## src/rtl/kprd_pkg.sv

```systemverilog
// ----------------------------------------------------------------------------
// Keypad press/release detector package
// Shared widths, reset values, register indexes and the scan result type.
// ----------------------------------------------------------------------------
package kprd_pkg;

  localparam int KeyBits  = 7;
  localparam int KeyW     = 3;
  localparam int CodeW    = 8;
  localparam int HoldW    = 16;
  localparam int CfgIdxW  = 2;
  localparam int CfgDataW = 16;
  localparam int NumKeys  = 7;

  localparam logic [KeyBits-1:0] MaskReset    = '0;
  localparam logic [CodeW-1:0]   ReleaseReset = 8'd8;
  localparam logic [HoldW-1:0]   HoldReset    = 16'd100;

  typedef enum logic [CfgIdxW-1:0] {
    CFG_MOMENTARY_MASK = 2'd0,
    CFG_RELEASE_CODE   = 2'd1,
    CFG_PRESS_HOLD     = 2'd2
  } cfg_index_t;

  typedef struct packed {
    logic            any;
    logic            momentary;
    logic [KeyW-1:0] key;
  } scan_t;

endpackage

```

## src/rtl/kprd_scan.sv

```systemverilog
// ----------------------------------------------------------------------------
// Keypad scan encoder
// Finds the lowest-numbered pressed key and whether it is a momentary key.
// ----------------------------------------------------------------------------
module kprd_scan (
  input  logic [kprd_pkg::KeyBits-1:0] key_levels,
  input  logic [kprd_pkg::KeyBits-1:0] momentary_key_mask,
  output kprd_pkg::scan_t              scan
);
  import kprd_pkg::*;

  localparam int ScanKeys = (NumKeys < KeyBits) ? NumKeys : KeyBits;

  always_comb begin
    scan = '0;
    for (int k = ScanKeys - 1; k >= 0; k--) begin
      if (!key_levels[k]) begin
        scan.any       = 1'b1;
        scan.momentary = momentary_key_mask[k];
        scan.key       = KeyW'(k + 1);
      end
    end
  end

endmodule

```

## src/rtl/keypad_press_release_detector_core.sv

```systemverilog
// ----------------------------------------------------------------------------
// Keypad press/release detector core
// One poll tick per input transfer; one result transfer per tick.
// ----------------------------------------------------------------------------
// The result of a tick is registered and presented in the cycle after its transfer.
// Throughput: one tick per cycle, set by the state update into
// the result register; a result that waits on out_ready holds off the next tick.
// Reset: state clears to idle scanning, registers return to their defaults
// (mask 0, release code 8, hold 100 ticks) and the result register empties.
module keypad_press_release_detector_core (
  input  logic                          clk,
  input  logic                          rst,
  input  logic                          in_valid,
  output logic                          in_ready,
  input  logic [kprd_pkg::KeyBits-1:0]  key_levels,
  output logic                          out_valid,
  input  logic                          out_ready,
  output logic                          key_valid,
  output logic [kprd_pkg::CodeW-1:0]    key_code,
  input  logic                          cfg_valid,
  output logic                          cfg_ready,
  input  logic [kprd_pkg::CfgIdxW-1:0]  cfg_index,
  input  logic [kprd_pkg::CfgDataW-1:0] cfg_data
);
  import kprd_pkg::*;

  typedef enum logic [2:0] {
    MODE_IDLE       = 3'd0,
    MODE_WAIT_UP    = 3'd1,
    MODE_REPORT     = 3'd2,
    MODE_MOM_REPORT = 3'd3,
    MODE_MOM_HELD   = 3'd4,
    MODE_HOLD       = 3'd5
  } mode_t;

  mode_t              mode, mode_next;
  logic [KeyW-1:0]    pressed_key, pressed_key_next;
  logic [CodeW-1:0]   last_reported, last_reported_next;
  logic [HoldW-1:0]   hold_count, hold_count_next;
  logic [HoldW-1:0]   hold_dec;
  logic               valid_next;
  logic [CodeW-1:0]   code_next;

  logic [KeyBits-1:0] momentary_key_mask;
  logic [CodeW-1:0]   release_code;
  logic [HoldW-1:0]   press_hold_ticks;

  scan_t              scan;
  logic               in_fire;

  assign cfg_ready = 1'b1;
  assign in_ready  = !out_valid || out_ready;
  assign in_fire   = in_valid && in_ready;

  kprd_scan u_scan (
    .key_levels         (key_levels),
    .momentary_key_mask (momentary_key_mask),
    .scan               (scan)
  );

  always_ff @(posedge clk) begin
    if (rst) begin
      momentary_key_mask <= MaskReset;
      release_code       <= ReleaseReset;
      press_hold_ticks   <= HoldReset;
    end else if (cfg_valid) begin
      case (cfg_index)
        CFG_MOMENTARY_MASK: momentary_key_mask <= cfg_data[KeyBits-1:0];
        CFG_RELEASE_CODE:   release_code       <= cfg_data[CodeW-1:0];
        CFG_PRESS_HOLD:     press_hold_ticks   <= cfg_data[HoldW-1:0];
        default: ;
      endcase
    end
  end

  always_comb begin
    mode_next          = mode;
    pressed_key_next   = pressed_key;
    last_reported_next = last_reported;
    hold_count_next    = hold_count;
    valid_next         = 1'b0;
    code_next          = '0;
    hold_dec           = (hold_count != '0) ? hold_count - 1'b1 : hold_count;
    case (mode)
      MODE_WAIT_UP: begin
        if (!scan.any) begin
          mode_next = MODE_REPORT;
        end
      end
      MODE_REPORT: begin
        valid_next         = 1'b1;
        last_reported_next = CodeW'(pressed_key);
        code_next          = CodeW'(pressed_key);
        mode_next          = MODE_IDLE;
      end
      MODE_MOM_REPORT: begin
        valid_next         = 1'b1;
        last_reported_next = CodeW'(pressed_key);
        code_next          = CodeW'(pressed_key);
        mode_next          = MODE_MOM_HELD;
      end
      MODE_MOM_HELD: begin
        if (!scan.any && last_reported != '0) begin
          valid_next         = 1'b1;
          last_reported_next = release_code;
          code_next          = release_code;
          mode_next          = MODE_IDLE;
        end
      end
      MODE_HOLD: begin
        hold_count_next = hold_dec;
        if (hold_dec == '0) begin
          mode_next = MODE_WAIT_UP;
        end
      end
      default: begin
        if (scan.any) begin
          pressed_key_next = scan.key;
          if (scan.momentary) begin
            mode_next = MODE_MOM_REPORT;
          end else if (press_hold_ticks == '0) begin
            mode_next = MODE_WAIT_UP;
          end else begin
            hold_count_next = press_hold_ticks;
            mode_next       = MODE_HOLD;
          end
        end else begin
          mode_next = MODE_IDLE;
        end
      end
    endcase
  end

  always_ff @(posedge clk) begin
    if (rst) begin
      mode          <= MODE_IDLE;
      pressed_key   <= '0;
      last_reported <= '0;
      hold_count    <= '0;
      out_valid     <= 1'b0;
    end else begin
      if (in_fire) begin
        mode          <= mode_next;
        pressed_key   <= pressed_key_next;
        last_reported <= last_reported_next;
        hold_count    <= hold_count_next;
        out_valid     <= 1'b1;
      end else if (out_ready) begin
        out_valid <= 1'b0;
      end
    end
  end

  always_ff @(posedge clk) begin
    if (in_fire) begin
      key_valid <= valid_next;
      key_code  <= code_next;
    end
  end

  // A hold in progress always has ticks left to count.
  a_hold_nonzero: assert property (@(posedge clk) disable iff (rst)
    mode == MODE_HOLD |-> hold_count != '0)
    else $error("hold mode entered with zero hold count");

  // Quiet results carry a zero code.
  a_quiet_code: assert property (@(posedge clk) disable iff (rst)
    out_valid && !key_valid |-> key_code == '0)
    else $error("nonzero key code without key event");

  // A report tick returns to idle and presents the captured key.
  a_report: assert property (@(posedge clk) disable iff (rst)
    in_fire && mode == MODE_REPORT |=>
      mode == MODE_IDLE && out_valid && key_valid &&
      key_code == CodeW'($past(pressed_key)))
    else $error("normal key report lost");

  // A momentary press report leads to the held state.
  a_mom_report: assert property (@(posedge clk) disable iff (rst)
    in_fire && mode == MODE_MOM_REPORT |=>
      mode == MODE_MOM_HELD && key_valid && last_reported != '0)
    else $error("momentary press report lost");

endmodule

```

## config.mk

```make
export PLATFORM = sky130hd
export DESIGN_NAME = keypad_press_release_detector_core
export DESIGN_NICKNAME = d
export VERILOG_FILES = /design/src/rtl/kprd_pkg.sv /design/src/rtl/kprd_scan.sv /design/src/rtl/keypad_press_release_detector_core.sv
export SDC_FILE = /design/constraint.sdc
export NUM_CORES = 1
export LEC_CHECK = 0
export ABC_AREA = 1
export BUFFER_PORTS_ARGS = -buffer_cell sky130_fd_sc_hd__buf_2
export CAP_MARGIN = 20
export CORE_ASPECT_RATIO = 2
export CORE_MARGIN = 8
export CORE_UTILIZATION = 45
export DETAILED_ROUTE_END_ITERATION = 10
export GPL_TIMING_DRIVEN = 0
export PLACE_DENSITY = 0.7
export SYNTH_ARGS = -nofsm -noshare
export SYNTH_HDL_FRONTEND = slang
export SYNTH_HIERARCHICAL = 1
export SYNTH_SLANG_ARGS = --single-unit
```

## constraint.sdc

```tcl
create_clock -name clk -period 3.8 [get_ports clk]
set_input_delay 0.19 -clock clk [delete_from_list [all_inputs] [get_ports clk]]
set_output_delay 0.19 -clock clk [all_outputs]
set_load 0.01 [all_outputs]
```

==> run metrics <==
Tightest Hold Check Type=in -> reg; Worst Setup End Kind=flop; final hold violations=0; first-pass GRT wire length=17.5 mm; Synth Area per Inst=6.98 sq um; routed wire length=10.7 mm; status=complete, no violations; reg2reg end=mode[1]; Layout Area Growth over Synthesis=15.6%; setup_tns=0 ns; gr ovfl total=0; synthesized flop and latch total=71; number of inserted diodes=0; sequential share of the synthesized area=0.399; simple-gate share of the synthesized area=0.294; clock tree buffer depth=2; Synth Area in XOR/XNOR=0.00694; fmax=0.463 GHz; Core ar.=8230 sq um; power density cells=568 nW/um^2; Worst R2R Start=hold_count[0]; Setup Skew=a little under 0.008 ns; fin area=4370 sq um; wire per inst=15.4 microns; chip width=80.8 microns; most frequent cells in the layout=nand2_1 (100), nor2_1 (77), inv_1 (71); Syn. warnings=6; Die Area=11800 sq um; Reg2Reg Setup Slack=1.64 ns; CTS tree=done; CTS Sinks=roughly 70; vias=3698; antenna violations before repair=0; CTS H-tree depth=3; Root Driver=clkbuf_16; main combinational cell family by area after synthesis=simple AND/OR/NAND/NOR gates; largest net degree at the start of global routing=12; CTS Buf Count=9; Layout Nets=~630; min Tclk post-route=2.16 ns; Setup violations, final=0; setup bufs post-CTS=0; Worst setup SP type=flop; fin crit share=0.568; initial cell density of the core=0.460; Post-Synth Adder-Cell Area=0.00992; unrepaired setup endpoints after global routing=no; GR Util All Layers=0.191; post-synthesis instance total=542; Worst Setup SP=hold_count[0]; vias in the first global route=around 3800; CTS clk-pin slew, worst paths=around 0.06 ns; P_leak=2.02 nW; max-slew violations=0; Post-synth EDFFs=9; R2R depth=15; CP arrival=between 2 and 2.5 ns; # rows=47; final-layout fill cell count=roughly 800; crit-path max FO=8; vias per inst=5.31; Syn Std Cell Area=roughly 3800 sq um; CTS resizes=0; Netlist cell types=37; Worst Setup EP=mode[1]; clock latency on the worst-skew pair=~0.33 ns; hold buffers post-CTS=0; asr flop ratio synth=0; worst IR drop on VDD=0.368 mV; Register Area=1510 sq um; commonest non-fill, non-tap cell in the layout=nand2_1; DRC viols=0; IO Pins=42; predominant post-synthesis flop cell=dfxtp_1; final hold slack=just under 0.09 ns; Final WS setup=1.64 ns; chip height=146 microns; layout cells sized above 1=0.159; Pre-antenna DRT Iters=5; Post-DP Area=4110 sq um; Routability Congestion=0.938; MaxCap Viol Count=0; Multi-input gate area=1900 sq um; net count after synthesis=575; mux share of post-synthesis cell area=0; Setup CP Type=reg -> reg; Synth Area in Compound Gates=0.190; Initial DRC Count=223; Worst Tran Pin Value=0.731 ns; Core Util, Final=0.531; Buffers on Ports=40; DP HPWL=~8.6 mm; CP required=slightly above 4 ns; post-route ant nets=0; Slew headroom=0.509; dpl ws=around 1.7 ns
## worst max-delay path, stage by stage (launching register included)
cell and delay, ns:
dfxtp_1 0.31, inv_1 0.22, ha_1 0.44, nand2_4 0.13, nor2_2 0.18, nand2_1 0.07
nand2_1 0.06, nand2_1 0.05, nand2_1 0.08, nand2_1 0.06, nor2_2 0.13, nand3_2 0.08
nand2_2 0.08, nand3_1 0.06, nand2_1 0.06, nor2_1 0.04
## cells in the mapped netlist (5+ instances only)
cell        n  share of area
edfxtp_1    9          0.071
o21ai_1     5         0.0066
clkbuf_1   10         0.0099
inv_1      71          0.070
nand4_1     5         0.0083
a21oi_1    40          0.053
nor2_2     11          0.018
o21ai_0    54          0.071
nand2_1   100          0.099
nand3_1    26          0.034
nor2_4      5          0.015
a211oi_1    8          0.016
dfxtp_1    62           0.33
nor2_1     77          0.076
## metal layers
layer,wire length [microns],track usage,part of all wire,vias up
met5,0,0,0,-
met4,717,0.154,0.067,0
li1,-,-,-,1860
met2,6020,0.352,0.56,89
met1,3740,0.171,0.35,1710
met3,227,0.0309,0.021,39
## report_power, final
| group | total [mW] | internal (mW) | switching, mW |
|---|---|---|---|
| registers | 0.888 | 0.831 | 0.0571 |
| clock network | 0.754 | 0.451 | 0.303 |
| logic | 0.842 | 0.282 | 0.560 |
## worst min path at each step
stage,from,endpoint,cells after the start
floorplan,cfg_data[2],press_hold_ticks[2],2
global placement,cfg_data[11],press_hold_ticks[11],3
detailed placement,cfg_data[12],press_hold_ticks[12],3
CTS,cfg_data[12],press_hold_ticks[12],3
global route,cfg_data[12],press_hold_ticks[12],3
finish,cfg_data[12],press_hold_ticks[12],3
## cell families (layout without fill, tap and decap cells)
| logic type | after synthesis | count (layout) |
|---|---|---|
| compound gates | 129 | 129 |
| simple gates | 243 | 243 |
| flops | 71 | 71 |
| buf+inv | 92 | 148 |
| other cells | 1 | 1 |
| xor+xnor | 3 | 3 |
| fa+ha+maj | 3 | 3 |
## area by class of cell
class,instances,area share
multi-input cells,379,0.434
flip-flops and latches,71,0.346
inverters,74,0.0641
clock buffers,11,0.0555
repair buffers,40,0.0458
well taps,98,0.0280
plain buffers,18,0.0215
clock inverters,5,0.00544
## metrics by stage
step	power, mW	cells
5_1_grt	2.63	696
3_3_place_gp	1.72	680
6_report	2.48	696
2_1_floorplan	1.53	542
3_5_place_dp	1.74	680
4_1_cts	2.48	696
## registers in the layout, indices dropped and copies added, names as in the netlist
name                count
release_code            8
last_reported           8
out_valid               1
key_valid               1
key_code                8
momentary_key_mask      7
press_hold_ticks       16
hold_count             16
mode                    3
pressed_key             3
Power figures use the tool's default switching activity.
